### src/hw/rtl/cel_pkg.sv
// ----------------------------------------------------------------------------
// cel_pkg
// Shared types, codes and reset values of the credential entry lock.
// ----------------------------------------------------------------------------
package cel_pkg;

  localparam int KEY_W  = 8;
  localparam int LEN_W  = 6;
  localparam int TRY_W  = 4;
  localparam int LOCK_W = 6;
  localparam int EV_W   = 4;
  localparam int PH_W   = 3;
  localparam int CFG_AW = 3;
  localparam int OUT_W  = 24;

  localparam int LINE_DEPTH_DEF    = 32;
  localparam int LOCKOUT_TICKS_DEF = 5;

  localparam logic [KEY_W-1:0] ENTER_RST     = 8'h0D;
  localparam logic [KEY_W-1:0] ALT_ENTER_RST = 8'h0F;
  localparam logic [KEY_W-1:0] BKSP_RST      = 8'h08;
  localparam logic [TRY_W-1:0] TRIES_RST     = 4'd3;
  localparam logic [LEN_W-1:0] MIN_LEN_RST   = 6'd5;
  localparam logic [LEN_W-1:0] MAX_LEN_RST   = 6'd20;

  typedef enum logic [CFG_AW-1:0] {
    REG_ENTER,
    REG_ALT_ENTER,
    REG_BKSP,
    REG_TRY_LIMIT,
    REG_NAME_MIN,
    REG_NAME_MAX,
    REG_PASS_MIN,
    REG_PASS_MAX
  } cfg_reg_t;

  typedef enum logic [EV_W-1:0] {
    EV_IGNORED,
    EV_CHAR,
    EV_ERASE,
    EV_SHORT,
    EV_NAME_SET,
    EV_PASS_SET,
    EV_NAME_TAKEN,
    EV_OK,
    EV_FAIL,
    EV_LOCK_TICK
  } event_t;

  typedef enum logic [PH_W-1:0] {
    PH_ENROL_NAME,
    PH_ENROL_PASS,
    PH_CHECK_NAME,
    PH_CHECK_PASS,
    PH_LOCKED
  } phase_t;

  typedef struct packed {
    logic step;
    logic cmp_start;
    logic cmp_run;
    logic finish;
  } cel_cmd_t;

  typedef struct packed {
    logic need_cmp;
    logic cmp_done;
  } cel_stat_t;

endpackage

### src/hw/rtl/cel_datapath.sv
// ----------------------------------------------------------------------------
// cel_datapath
// Line editing, credential stores, byte compare, tries and lockout counters.
// ----------------------------------------------------------------------------
module cel_datapath import cel_pkg::*; #(
  parameter int LINE_DEPTH    = LINE_DEPTH_DEF,
  parameter int LOCKOUT_TICKS = LOCKOUT_TICKS_DEF
) (
  input  logic              clk,
  input  logic              rst_n,
  input  logic              cfg_we,
  input  logic [CFG_AW-1:0] cfg_addr,
  input  logic [KEY_W-1:0]  cfg_wdata,
  input  logic              in_cmd,
  input  logic [KEY_W-1:0]  in_key,
  input  cel_cmd_t          ctl,
  output cel_stat_t         sts,
  output logic [OUT_W-1:0]  out_data
);

  localparam int AW = $clog2(LINE_DEPTH);
  localparam logic [LEN_W:0]    DEPTH_LIM = (LEN_W+1)'(LINE_DEPTH);
  localparam logic [LOCK_W-1:0] LOCK_LOAD = LOCK_W'(LOCKOUT_TICKS);

  logic [KEY_W-1:0] enter_r, alt_r, bksp_r;
  logic [TRY_W-1:0] tmax_r;
  logic [LEN_W-1:0] nmin_r, nmax_r, pmin_r, pmax_r;

  logic [KEY_W-1:0] name_mem [LINE_DEPTH];
  logic [KEY_W-1:0] pass_mem [LINE_DEPTH];
  logic [KEY_W-1:0] line_mem [LINE_DEPTH];

  phase_t            mode_r, mode_nxt;
  logic [LEN_W-1:0]  cnt_r, cnt_nxt;
  logic [LEN_W-1:0]  nlen_r, nlen_nxt, plen_r, plen_nxt;
  logic              match_r, match_nxt;
  logic [TRY_W-1:0]  tries_r, tries_nxt;
  logic [LOCK_W-1:0] lock_r, lock_nxt, lock_dec;
  event_t            ev_nxt;
  logic              wr_en, is_enter, is_bksp, name_line, need_cmp;
  logic [LEN_W-1:0]  max_sel, stored_len;
  logic [LEN_W:0]    lim;
  logic [AW-1:0]     wr_addr, rd_addr;

  logic [LEN_W-1:0] idx_r, cmp_len_r;
  logic             mism_r, rdv_r, cmp_pass_r, issue, pre_ok;
  logic [KEY_W-1:0] buf_q_r, sto_q_r;
  logic [OUT_W-1:0] out_data_r;

  always_ff @(posedge clk) begin
    if (!rst_n) begin
      enter_r <= ENTER_RST;
      alt_r   <= ALT_ENTER_RST;
      bksp_r  <= BKSP_RST;
      tmax_r  <= TRIES_RST;
      nmin_r  <= MIN_LEN_RST;
      nmax_r  <= MAX_LEN_RST;
      pmin_r  <= MIN_LEN_RST;
      pmax_r  <= MAX_LEN_RST;
    end else if (cfg_we) begin
      case (cfg_reg_t'(cfg_addr))
        REG_ENTER:     enter_r <= cfg_wdata;
        REG_ALT_ENTER: alt_r   <= cfg_wdata;
        REG_BKSP:      bksp_r  <= cfg_wdata;
        REG_TRY_LIMIT: tmax_r  <= cfg_wdata[TRY_W-1:0];
        REG_NAME_MIN:  nmin_r  <= cfg_wdata[LEN_W-1:0];
        REG_NAME_MAX:  nmax_r  <= cfg_wdata[LEN_W-1:0];
        REG_PASS_MIN:  pmin_r  <= cfg_wdata[LEN_W-1:0];
        REG_PASS_MAX:  pmax_r  <= cfg_wdata[LEN_W-1:0];
        default: ;
      endcase
    end
  end

  assign is_enter   = (in_key == enter_r) || (in_key == alt_r);
  assign is_bksp    = (in_key == bksp_r);
  assign name_line  = (mode_r == PH_ENROL_NAME) || (mode_r == PH_CHECK_NAME);
  assign max_sel    = name_line ? nmax_r : pmax_r;
  assign lim        = ({1'b0, max_sel} < DEPTH_LIM) ? {1'b0, max_sel} : DEPTH_LIM;
  assign lock_dec   = (lock_r != '0) ? lock_r - 1'b1 : '0;
  assign stored_len = (mode_r == PH_CHECK_PASS) ? plen_r : nlen_r;
  assign pre_ok     = (cnt_r == stored_len) && ((mode_r == PH_CHECK_NAME) || match_r);

  always_comb begin
    mode_nxt  = mode_r;
    cnt_nxt   = cnt_r;
    nlen_nxt  = nlen_r;
    plen_nxt  = plen_r;
    match_nxt = match_r;
    tries_nxt = tries_r;
    lock_nxt  = lock_r;
    ev_nxt    = EV_IGNORED;
    wr_en     = 1'b0;
    need_cmp  = 1'b0;
    if (ctl.finish) begin
      cnt_nxt = '0;
      if (mode_r == PH_CHECK_NAME) begin
        match_nxt = !mism_r;
        mode_nxt  = PH_CHECK_PASS;
        ev_nxt    = EV_NAME_TAKEN;
      end else begin
        mode_nxt = PH_CHECK_NAME;
        if (!mism_r) begin
          tries_nxt = tmax_r;
          ev_nxt    = EV_OK;
        end else begin
          ev_nxt = EV_FAIL;
          if (tries_r <= TRY_W'(1)) begin
            tries_nxt = '0;
            lock_nxt  = LOCK_LOAD;
            mode_nxt  = PH_LOCKED;
          end else begin
            tries_nxt = tries_r - 1'b1;
          end
        end
      end
    end else if (mode_r == PH_LOCKED) begin
      if (in_cmd) begin
        ev_nxt   = EV_LOCK_TICK;
        lock_nxt = lock_dec;
        if (lock_dec == '0) begin
          tries_nxt = tmax_r;
          mode_nxt  = PH_CHECK_NAME;
        end
      end
    end else if (!in_cmd) begin
      if (is_enter) begin
        if (cnt_r != '0) begin
          case (mode_r)
            PH_ENROL_NAME: begin
              cnt_nxt = '0;
              if (cnt_r < nmin_r) begin
                ev_nxt = EV_SHORT;
              end else begin
                nlen_nxt = cnt_r;
                mode_nxt = PH_ENROL_PASS;
                ev_nxt   = EV_NAME_SET;
              end
            end
            PH_ENROL_PASS: begin
              cnt_nxt = '0;
              if (cnt_r < pmin_r) begin
                ev_nxt = EV_SHORT;
              end else begin
                plen_nxt = cnt_r;
                mode_nxt = PH_CHECK_NAME;
                ev_nxt   = EV_PASS_SET;
              end
            end
            default: need_cmp = 1'b1;
          endcase
        end
      end else if (is_bksp) begin
        if (cnt_r != '0) begin
          cnt_nxt = cnt_r - 1'b1;
          ev_nxt  = EV_ERASE;
        end
      end else if ({1'b0, cnt_r} < lim) begin
        wr_en   = 1'b1;
        cnt_nxt = cnt_r + 1'b1;
        ev_nxt  = EV_CHAR;
      end
    end
  end

  assign sts.need_cmp = need_cmp;

  always_ff @(posedge clk) begin
    if (!rst_n) begin
      mode_r  <= PH_ENROL_NAME;
      cnt_r   <= '0;
      nlen_r  <= '0;
      plen_r  <= '0;
      match_r <= 1'b1;
      tries_r <= TRIES_RST;
      lock_r  <= '0;
    end else if (ctl.step || ctl.finish) begin
      mode_r  <= mode_nxt;
      cnt_r   <= cnt_nxt;
      nlen_r  <= nlen_nxt;
      plen_r  <= plen_nxt;
      match_r <= match_nxt;
      tries_r <= tries_nxt;
      lock_r  <= lock_nxt;
    end
  end

  always_ff @(posedge clk) begin
    if (ctl.step || ctl.finish) begin
      out_data_r <= {1'b0, lock_nxt, tries_nxt, cnt_nxt, mode_nxt, ev_nxt};
    end
  end

  assign out_data = out_data_r;

  // enrolment characters go straight to their store
  assign wr_addr = cnt_r[AW-1:0];

  always_ff @(posedge clk) begin
    if (ctl.step && wr_en && (mode_r == PH_ENROL_NAME)) begin
      name_mem[wr_addr] <= in_key;
    end
  end

  always_ff @(posedge clk) begin
    if (ctl.step && wr_en && (mode_r == PH_ENROL_PASS)) begin
      pass_mem[wr_addr] <= in_key;
    end
  end

  always_ff @(posedge clk) begin
    if (ctl.step && wr_en && !(mode_r == PH_ENROL_NAME) && !(mode_r == PH_ENROL_PASS)) begin
      line_mem[wr_addr] <= in_key;
    end
  end

  assign rd_addr = idx_r[AW-1:0];
  assign issue   = (idx_r != cmp_len_r);

  always_ff @(posedge clk) begin
    buf_q_r <= line_mem[rd_addr];
    sto_q_r <= cmp_pass_r ? pass_mem[rd_addr] : name_mem[rd_addr];
  end

  always_ff @(posedge clk) begin
    if (!rst_n) begin
      idx_r      <= '0;
      cmp_len_r  <= '0;
      mism_r     <= 1'b0;
      rdv_r      <= 1'b0;
      cmp_pass_r <= 1'b0;
    end else if (ctl.cmp_start) begin
      idx_r      <= '0;
      cmp_len_r  <= pre_ok ? stored_len : '0;
      mism_r     <= !pre_ok;
      rdv_r      <= 1'b0;
      cmp_pass_r <= (mode_r == PH_CHECK_PASS);
    end else if (ctl.cmp_run) begin
      if (issue) begin
        idx_r <= idx_r + 1'b1;
      end
      rdv_r <= issue;
      if (rdv_r && (buf_q_r != sto_q_r)) begin
        mism_r <= 1'b1;
      end
    end
  end

  assign sts.cmp_done = !rdv_r && !issue;

  a_cnt_bound: assert property (@(posedge clk) disable iff (!rst_n)
    {1'b0, cnt_r} <= DEPTH_LIM)
    else $error("line count beyond line depth");

  a_lock_tries: assert property (@(posedge clk) disable iff (!rst_n)
    (lock_r != '0) |-> (mode_r == PH_LOCKED) && (tries_r == '0))
    else $error("lockout running outside locked phase");

  a_idx_bound: assert property (@(posedge clk) disable iff (!rst_n)
    idx_r <= cmp_len_r)
    else $error("compare index past stored length");

endmodule

### src/hw/rtl/cel_ctrl.sv
// ----------------------------------------------------------------------------
// cel_ctrl
// Handshake and sequencing: items taken in one step, or a byte compare pass.
// ----------------------------------------------------------------------------
module cel_ctrl import cel_pkg::*; (
  input  logic      clk,
  input  logic      rst_n,
  input  logic      in_tvalid,
  output logic      in_tready,
  output logic      out_tvalid,
  input  logic      out_tready,
  input  cel_stat_t sts,
  output cel_cmd_t  ctl
);

  typedef enum logic {S_IDLE, S_CMP} state_t;

  state_t state_r, state_nxt;
  logic   out_valid_r, out_valid_nxt;
  logic   out_free, accept;

  assign out_free  = !out_valid_r || out_tready;
  assign in_tready = (state_r == S_IDLE) && out_free;
  assign accept    = in_tvalid && in_tready;

  assign ctl.step      = accept && !sts.need_cmp;
  assign ctl.cmp_start = accept && sts.need_cmp;
  assign ctl.cmp_run   = (state_r == S_CMP);
  assign ctl.finish    = (state_r == S_CMP) && sts.cmp_done && out_free;

  always_comb begin
    state_nxt = state_r;
    case (state_r)
      S_IDLE:  if (ctl.cmp_start) state_nxt = S_CMP;
      S_CMP:   if (ctl.finish) state_nxt = S_IDLE;
      default: state_nxt = S_IDLE;
    endcase
    if (ctl.step || ctl.finish) begin
      out_valid_nxt = 1'b1;
    end else if (out_tready) begin
      out_valid_nxt = 1'b0;
    end else begin
      out_valid_nxt = out_valid_r;
    end
  end

  always_ff @(posedge clk) begin
    if (!rst_n) begin
      state_r     <= S_IDLE;
      out_valid_r <= 1'b0;
    end else begin
      state_r     <= state_nxt;
      out_valid_r <= out_valid_nxt;
    end
  end

  assign out_tvalid = out_valid_r;

  a_cmp_blocks: assert property (@(posedge clk) disable iff (!rst_n)
    (state_r == S_CMP) |-> !in_tready)
    else $error("input taken during compare");

  a_start_cmp: assert property (@(posedge clk) disable iff (!rst_n)
    ctl.cmp_start |=> (state_r == S_CMP))
    else $error("compare not entered");

  a_finish_out: assert property (@(posedge clk) disable iff (!rst_n)
    (ctl.finish || ctl.step) |=> out_valid_r)
    else $error("result not presented");

endmodule

### src/hw/rtl/credential_entry_lock.sv
// ----------------------------------------------------------------------------
// credential_entry_lock
// Keypad credential lock: enrolment, sign-in check and timed lockout.
// ----------------------------------------------------------------------------
// Key presses and ticks: result the cycle after accept; next item then if out_tready.
// Enter at a check phase: the line is compared with the stored length and entry,
// skipped when the line length or the username check already fails, by the
// byte-per-cycle compare through the stores' single read port.
// Reset is synchronous: control, lengths and lockout count cleared, tries and
// config registers reloaded; credential stores are undefined until written.
// ----------------------------------------------------------------------------
module credential_entry_lock import cel_pkg::*; #(
  parameter int LINE_DEPTH    = LINE_DEPTH_DEF,
  parameter int LOCKOUT_TICKS = LOCKOUT_TICKS_DEF
) (
  input  logic              clk,
  input  logic              rst_n,
  input  logic              cfg_we,
  input  logic [CFG_AW-1:0] cfg_addr,
  input  logic [KEY_W-1:0]  cfg_wdata,
  input  logic              in_tvalid,
  output logic              in_tready,
  input  logic [KEY_W-1:0]  in_tdata,   // key
  input  logic [0:0]        in_tuser,   // cmd
  output logic              out_tvalid,
  input  logic              out_tready,
  output logic [OUT_W-1:0]  out_tdata   // event_res, phase, line_length, tries_left,
                                        // lockout_left, zero pad
);

  cel_cmd_t  ctl;
  cel_stat_t sts;

  cel_ctrl u_ctrl (
    .clk        (clk),
    .rst_n      (rst_n),
    .in_tvalid  (in_tvalid),
    .in_tready  (in_tready),
    .out_tvalid (out_tvalid),
    .out_tready (out_tready),
    .sts        (sts),
    .ctl        (ctl)
  );

  cel_datapath #(
    .LINE_DEPTH    (LINE_DEPTH),
    .LOCKOUT_TICKS (LOCKOUT_TICKS)
  ) u_dp (
    .clk       (clk),
    .rst_n     (rst_n),
    .cfg_we    (cfg_we),
    .cfg_addr  (cfg_addr),
    .cfg_wdata (cfg_wdata),
    .in_cmd    (in_tuser[0]),
    .in_key    (in_tdata),
    .ctl       (ctl),
    .sts       (sts),
    .out_data  (out_tdata)
  );

endmodule
### config.mk
export PLATFORM = sky130hd
export DESIGN_NAME = credential_entry_lock
export DESIGN_NICKNAME = d
export VERILOG_FILES = /design/src/hw/rtl/cel_pkg.sv /design/src/hw/rtl/cel_datapath.sv /design/src/hw/rtl/cel_ctrl.sv /design/src/hw/rtl/credential_entry_lock.sv
export SDC_FILE = /design/constraint.sdc
export NUM_CORES = 1
export LEC_CHECK = 0
export ABC_AREA = 1
export BUFFER_PORTS_ARGS = -buffer_cell sky130_fd_sc_hd__buf_2
export CAP_MARGIN = 20
export CORE_ASPECT_RATIO = 0.9
export CORE_MARGIN = 2
export CORE_UTILIZATION = 39
export DETAILED_ROUTE_END_ITERATION = 7
export HOLD_SLACK_MARGIN = 0.02
export PLACE_DENSITY_LB_ADDON = 0.08
export SKIP_LAST_GASP = 1
export SLEW_MARGIN = 15
export SYNTH_ARGS = -nofsm -noshare
export SYNTH_HDL_FRONTEND = slang
export SYNTH_HIERARCHICAL = 1
export SYNTH_SLANG_ARGS = --single-unit
### constraint.sdc
create_clock -name clk -period 8.3 [get_ports clk]
set_input_delay 0.415 -clock clk [delete_from_list [all_inputs] [get_ports clk]]
set_output_delay 0.415 -clock clk [all_outputs]
set_load 0.02 [all_outputs]
==> results of run 1 <==
[metrics by stage]
| step | cells | hold slack (ns) | total power [mW] |
|---|---|---|---|
| finish | 4590 | 0.0790 | 9.90 |
| global route | 4590 | 0.0694 | 10.2 |
| CTS | 4586 | 0.0466 | 9.99 |
| detailed placement | 4408 | 0.440 | 5.47 |
| global placement | 4408 | 0.435 | 5.47 |
| floorplan | 3274 | 0.420 | 5.28 |
[cell type report]
class | instances | share of cell area [%]
repair buffers | 87 | 1.45
clock buffers | 112 | 6.00
well taps | 1253 | 3.71
flip-flops and latches | 913 | 62.0
clock inverters | 66 | 1.95
inverters | 154 | 1.42
multi-input cells | 2005 | 23.4
[synthesized netlist by cell type (9+ instances only)]
cell                       count
sky130_fd_sc_hd__nor2_2       11
sky130_fd_sc_hd__xnor2_1      14
sky130_fd_sc_hd__dfxtp_1     122
sky130_fd_sc_hd__clkbuf_1    169
sky130_fd_sc_hd__o211ai_1     31
sky130_fd_sc_hd__buf_1        12
sky130_fd_sc_hd__edfxtp_1    791
sky130_fd_sc_hd__ha_1         22
sky130_fd_sc_hd__o22ai_1     179
sky130_fd_sc_hd__nand2_1     238
sky130_fd_sc_hd__o21ai_0     549
sky130_fd_sc_hd__nand3_1      74
sky130_fd_sc_hd__xor2_1       20
sky130_fd_sc_hd__inv_1       142
sky130_fd_sc_hd__a21oi_1      65
sky130_fd_sc_hd__nor2_1      666
sky130_fd_sc_hd__nand4_1      21
sky130_fd_sc_hd__o221ai_1     39
sky130_fd_sc_hd__nor3_1       12
sky130_fd_sc_hd__buf_6         9
[registers in the layout, indices dropped and copies added (netlist names), 8 cells and up, named ones only]
signal         count
u_dp/enter_r       8
u_dp/name_mem    256
u_dp/pass_mem    256
u_dp/out_data     23
u_dp/buf_q_r       8
u_dp/bksp_r        8
u_dp/sto_q_r       8
u_dp/alt_r         8
u_dp/line_mem    256
[where the power goes]
part           internal (mW)  total (mW)  switching, mW
clock network           2.72        4.53           1.81
registers               5.01        5.03         0.0172
logic                 0.0710       0.338          0.267
total                   7.81        9.90           2.09
[final timing paths]
path | startpoint | to | slack (ns)
setup / recovery | u_dp/idx_r[1] | u_dp/pass_mem[6][3] | 2.09
hold / removal | in_tdata[7] | u_dp/pass_mem[28][7] | 0.08
setup reg to reg | u_dp/idx_r[1] | u_dp/pass_mem[6][3] | 2.09
hold reg to reg | u_dp/plen_r[2] | u_dp/plen_r[2] | 0.45
[critical path, stage by stage, from the launching register on]
cell and delay [ns]:
sky130_fd_sc_hd__dfxtp_2 1.03, sky130_fd_sc_hd__nor2_1 0.12, sky130_fd_sc_hd__nor4_1 0.30, sky130_fd_sc_hd__nand4_1 0.17
sky130_fd_sc_hd__nor2_1 0.14, sky130_fd_sc_hd__nand2_1 0.08, sky130_fd_sc_hd__inv_2 0.07, sky130_fd_sc_hd__nand2_2 0.05
sky130_fd_sc_hd__inv_1 0.45, sky130_fd_sc_hd__clkinv_1 0.61, sky130_fd_sc_hd__nand2_1 0.25, sky130_fd_sc_hd__nor2_1 0.10
sky130_fd_sc_hd__inv_1 0.17, sky130_fd_sc_hd__nor4_1 0.11, sky130_fd_sc_hd__inv_1 0.09, sky130_fd_sc_hd__nand4_1 0.11
sky130_fd_sc_hd__inv_1 0.22, sky130_fd_sc_hd__inv_1 0.13, sky130_fd_sc_hd__nor3_4 0.43, sky130_fd_sc_hd__nand2_4 0.49
sky130_fd_sc_hd__nor2_1 0.70
[kinds of logic after synthesis]
kind of cell    share of synthesized area [%]
compound gates                           13.3
xor+xnor                                0.793
fa+ha+maj                               0.733
buf+inv                                  3.85
flops                                    69.8
mux                                     0.120
other cells                           0.00999
simple gates                             11.4
[routing by layer]
| layer | wire length [um] | part of all wire [%] | vias to the layer above |
|---|---|---|---|
| met5 | 27 | 0.023 | - |
| met4 | 3720 | 3.1 | 4 |
| met3 | 8370 | 7.1 | 196 |
| met2 | 54000 | 46 | 1137 |
| met1 | 52300 | 44 | 13050 |
| li1 | - | - | 11775 |
==> impl_metrics.tcl, run 1 <==
set metrics [dict create \
    status "finished with violations" \
    violated_checks "design-rule violations" \
    postCtsHoldBufs 0 \
    detail_route.wl_per_cell_um 25.8 \
    grt_most_used_layer "met2" \
    synth.cell_area_sq_um 37500 \
    power.ir.vdd_worst_mv 0.150 \
    finish.net_count 3303 \
    r2r.worst_path.cells 20 \
    final-max-slew-violation-count 0 \
    number_of_warnings_printed_during_yosys_synthesis 6 \
    clk_pin_slew_worst_paths_ns 0.06 \
    hp-class "in -> reg" \
    synth.ff_latch_count 913 \
    dr.first_iter.drc_count 2845 \
    synth_edf_count 791 \
    std_cell_rows 107 \
    groute.usage.overall_pct 23.8 \
    power-per-cell-area_nw_per_um2 234 \
    whs_path_depth 1 \
    timing.final.crit_period_ns 6.21 \
    drive_above_1_share_pct 8.66 \
    grt_antenna_before_repair 5 \
    global_route.overflow_total 0 \
    area_delta_synth_final_pct 12.5 \
    post-cts-setup-buffer-count 0 \
    fin_util_pct 44.4 \
    max_fo_critical_path 67 \
    grtUsageMet2_pct 37.1 \
    p_leak_nw 14.4 \
    route.final.wire_length_mm 118 \
    max_slew.worst_pin.slew_ns 1.11 \
    clk_root_buffer_cell "sky130_fd_sc_hd__clkbuf_16" \
    worstSkewPairLatency_ns 0.67 \
    routed_via_density 5.70 \
    mostFrequentLayoutCell "sky130_fd_sc_hd__edfxtp_1" \
    async_reset_ff_share_pct 0 \
    grt_setup_unrepaired "no" \
    die_w_um 331 \
    yosys-top-cells-area "sky130_fd_sc_hd__edfxtp_1 (63%), sky130_fd_sc_hd__o21ai_0 (7.3%), sky130_fd_sc_hd__nor2_1 (6.7%), sky130_fd_sc_hd__dfxtp_1 (6.5%), sky130_fd_sc_hd__o22ai_1 (3.0%)" \
    first_global_vias 25728 \
    coreArea_sq_um 95100 \
    fraction_of_synthesized_cell_area_taken_by_the_top_area_cell_type_pct 63.3 \
    floorplan.initialDensity_pct 39.5 \
    layout_common_cells "sky130_fd_sc_hd__edfxtp_1 (791), sky130_fd_sc_hd__nor2_1 (666), sky130_fd_sc_hd__o21ai_0 (549), sky130_fd_sc_hd__nand2_1 (238), sky130_fd_sc_hd__o22ai_1 (179)" \
    floorplan.die.height_um 298 \
    final_weighted_congestion_of_routability_driven_global_placement 0.903 \
    number_of_buffers_created_by_cts 95 \
    syn-mean-instance-area_sq_um 11.5 \
    pin_count_of_the_biggest_net_entering_global_routing 131 \
    worst_ep_arrival_time_ns 6.50 \
    synth-seq-area-share_pct 69.8 \
    postSynth.topFlopCell "sky130_fd_sc_hd__edfxtp_1" \
    drt_first_pass_iters 8 \
    post-route-drc-count 1 \
    report.final.hold_viol_count 0 \
    setup.worst_path.class "reg -> reg" \
    cap_violations 0 \
    nFillCells 8880 \
    worst_setup_path_start_kind "flip-flop" \
    clock_tree.htree_level_count 3 \
    finalSetupViolCount 0 \
    grtUsageMet1_pct 34.0 \
    placedInstanceArea_sq_um 38800 \
    area_used_by_multi_input_combinational_logic_sq_um 9900 \
    post_cts_repair_resize_count 0 \
    post_synth_cell_types 53 \
    synth_fp_nets 3321 \
    finish.instance_area_sq_um 42200 \
    fin_skew_ns 0.0213 \
    timing.final.ws_setup_ns 2.09 \
    post-route-period-util_pct 74.8 \
    grt_first_pass_wirelength_mm 173 \
    gr-usage-met3_pct 3.80 \
    timing.max_slew.rel_slack_pct 25.2 \
    endpoint_kind "flip-flop" \
    clock-sinks 913 \
    num_antenna_cells 0 \
    route.vias.total 26162 \
    io_pins 51 \
    cts_tree "built" \
    numPortBuffers 49 \
    setup_tns_ns 0 \
    yosys.area.top_type "sky130_fd_sc_hd__edfxtp_1" \
    die_area_sq_um 98800 \
    final_antenna_net_count 0 \
    clk_path_buf_depth 3 \
    ff_latch_area_sq_um 26200 \
    dp_slack_ns 2.20 \
    max_clock_freq_ghz 0.161 \
    syn_inst 3274 \
    required_ns 8.59 \
    post-dp-hpwl_mm 74.7 \
]
Power figures use the tool's default switching activity.
==> run 2: changes to the inputs <==
==> constraint.sdc (replaced) <==
create_clock -name clk -period 5.6 [get_ports clk]
set_input_delay 0.28 -clock clk [delete_from_list [all_inputs] [get_ports clk]]
set_output_delay 0.28 -clock clk [all_outputs]
set_load 0.02 [all_outputs]
==> impl_metrics.tcl, run 2 (synthesis gave the netlist of run 1 again) <==
set metrics [dict create \
    area_used_by_multi_input_combinational_logic_sq_um 9900 \
    status "completed" \
    clk_pin_slew_worst_paths_ns 0.06 \
    grt_antenna_before_repair 3 \
    layout_common_cells "sky130_fd_sc_hd__edfxtp_1 (791), sky130_fd_sc_hd__nor2_1 (666), sky130_fd_sc_hd__o21ai_0 (549), sky130_fd_sc_hd__nand2_1 (238), sky130_fd_sc_hd__o22ai_1 (179)" \
    floorplan.initialDensity_pct 39.5 \
    detail_route.wl_per_cell_um 25.7 \
    critPathMostFrequentCell "sky130_fd_sc_hd__inv_1" \
    timing.final.crit_period_ns 5.02 \
    timing.final.ws_setup_ns 0.581 \
    post_cts_repair_resize_count 0 \
    route.final.wire_length_mm 119 \
    setup_tns_ns 0 \
    pin_count_of_the_biggest_net_entering_global_routing 188 \
    clock-sinks 913 \
    path_buf_inv 9 \
    highest-signal-layer "met5" \
    required_ns 5.87 \
    post-dp-hpwl_mm 73.5 \
    cap_violations 0 \
    groute.usage.overall_pct 23.7 \
    route.vias.total 26023 \
    coreArea_sq_um 95100 \
    reg_top3 "u_dp/line_mem x256, u_dp/name_mem x256, u_dp/pass_mem x256" \
    worst_ep_arrival_time_ns 5.29 \
    power.ir.vdd_worst_mv 0.199 \
    endpoint_kind "flip-flop" \
    r2r.worst_path.cells 22 \
    p_leak_nw 14.4 \
    finalSetupViolCount 0 \
    report.final.hold_viol_count 0 \
    dr.first_iter.drc_count 3011 \
    numPortBuffers 49 \
    worstSkewPairLatency_ns 0.66 \
    dpl.cell_count 4413 \
    power-per-cell-area_nw_per_um2 341 \
    drt_first_pass_iters 6 \
    critical-path-top-delay-family "simple AND/OR/NAND/NOR gates" \
    final_weighted_congestion_of_routability_driven_global_placement 0.907 \
    max_fo_critical_path 32 \
    clock_tree.htree_level_count 3 \
    max_slew.worst_pin.slew_ns 1.02 \
    die_w_um 331 \
    std_cell_rows 107 \
    floorplan.die.height_um 298 \
    ff_latch_area_sq_um 26200 \
    post-route-period-util_pct 89.6 \
    first_global_vias 25409 \
    number_of_buffers_created_by_cts 96 \
    timing.critical_path.cells "inv_1 -> nor2_1 -> nor4_1 -> nand4_1 -> nor2_1 -> nand2_1 -> inv_2 -> nand2_2 -> inv_1 -> clkinv_1 -> buf_4 -> nand2_1 -> nor2_1 -> inv_1 -> nor4_1 -> inv_1 -> nand4_1 -> inv_1 -> inv_1 -> nor3_4 -> nand2_4 -> nor2_1" \
    crit_path_top_delay_cell "sky130_fd_sc_hd__nor2_1" \
    dp_slack_ns 0.616 \
    wl_met1_mm 52.7 \
    clk_path_buf_depth 3 \
    route.met3.wl_mm 8.57 \
    mostFrequentLayoutCell "sky130_fd_sc_hd__edfxtp_1" \
    nFillCells 8816 \
    setup.worst_path.class "reg -> reg" \
    final-max-slew-violation-count 0 \
    final_antenna_net_count 0 \
    critPathMaxStageDelay_ns 0.73 \
    fin_skew_ns 0.0235 \
    area_delta_synth_final_pct 12.4 \
    io_pins 51 \
    global_route.overflow_total 0 \
    worst_setup_path_start_kind "flip-flop" \
    hp-class "in -> reg" \
    cts_tree "built" \
    finish.net_count 3314 \
    drive_above_1_share_pct 8.54 \
    die_area_sq_um 98800 \
    path_depth 22 \
    clk_root_buffer_cell "sky130_fd_sc_hd__clkbuf_16" \
    whs_path_depth 1 \
    post-cts-setup-buffer-count 0 \
    post-route-drc-count 0 \
    timing.max_slew.rel_slack_pct 31.5 \
    max_clock_freq_ghz 0.199 \
    met2RoutedLength_mm 54.4 \
    grt_setup_unrepaired "no" \
    finish.cell_count_without_fillers 4608 \
    routed_via_density 5.65 \
    grt_first_pass_wirelength_mm 172 \
]
[run 2: cell types whose count changed in the layout (fill, tap and decap cells not counted), sizes merged]
| cell | delta |
|---|---|
| buf | +1 |
| clkbuf | -1 |
| dlygate4sd3 | +9 |
| clkinvlp | -3 |
| diode | +8 |
| inv | +2 |
| clkinv | +8 |
| bufinv | -6 |
[run 2: worst paths after layout]
path,from,end,slack (ns)
worst max-delay path,u_dp/idx_r[4],u_dp/pass_mem[22][3],0.58
worst min-delay path,in_tdata[2],u_dp/name_mem[16][2],0.07
worst max register to register,u_dp/idx_r[4],u_dp/pass_mem[22][3],0.58
worst min register to register,u_dp/nlen_r[0],u_dp/nlen_r[0],0.45
[run 2: layout make-up]
| class | instances | share of cell area [%] |
|---|---|---|
| well taps | 1253 | 3.72 |
| clock inverters | 67 | 1.52 |
| multi-input cells | 2005 | 23.5 |
| repair buffers | 97 | 1.71 |
| inverters | 154 | 1.42 |
| flip-flops and latches | 913 | 62.1 |
| clock buffers | 111 | 6.02 |
| diodes | 8 | 0.0474 |
[run 2: metrics by stage]
| step | hold WS (ns) | power [mW] | area (sq um) | util (%) |
|---|---|---|---|---|
| finish | 0.0653 | 14.4 | 42200 | 44.4 |
| global route | 0.0406 | 14.8 | 42200 | 44.4 |
| CTS | 0.0293 | 14.5 | 42200 | 44.4 |
| detailed placement | 0.442 | 8.10 | 38900 | 40.9 |
| global placement | 0.432 | 8.10 | 38900 | 40.9 |
| floorplan | 0.379 | 7.82 | 37500 | - |
[run 2: repair_timing]
| action | CTS | global route |
|---|---|---|
| hold endpoints to repair | 44 | 0 |
| hold buffers | 9 | 0 |
| endpoints found under the setup margin | 0 | 0 |
[run 2: layer usage]
metal,up-vias,GRT usage [%]
li1,11796,-
met1,12969,33.9
met2,1077,37.4
met3,179,4.48
met4,2,6.00
met5,-,0
[run 2: report_power, final]
group	internal, mW	switching (mW)
Combinational	0.110	0.391
Clock	3.76	2.66
Sequential	7.43	0.0267
[run 2: worst reg2reg max path, delay by kind of cell, from the launching register on]
| kind | cells | cell delay [ns] |
|---|---|---|
| buffers and inverters | 9 | 1.34 |
| and+or+nand+nor | 13 | 2.90 |
| DFF | 1 | 0.41 |
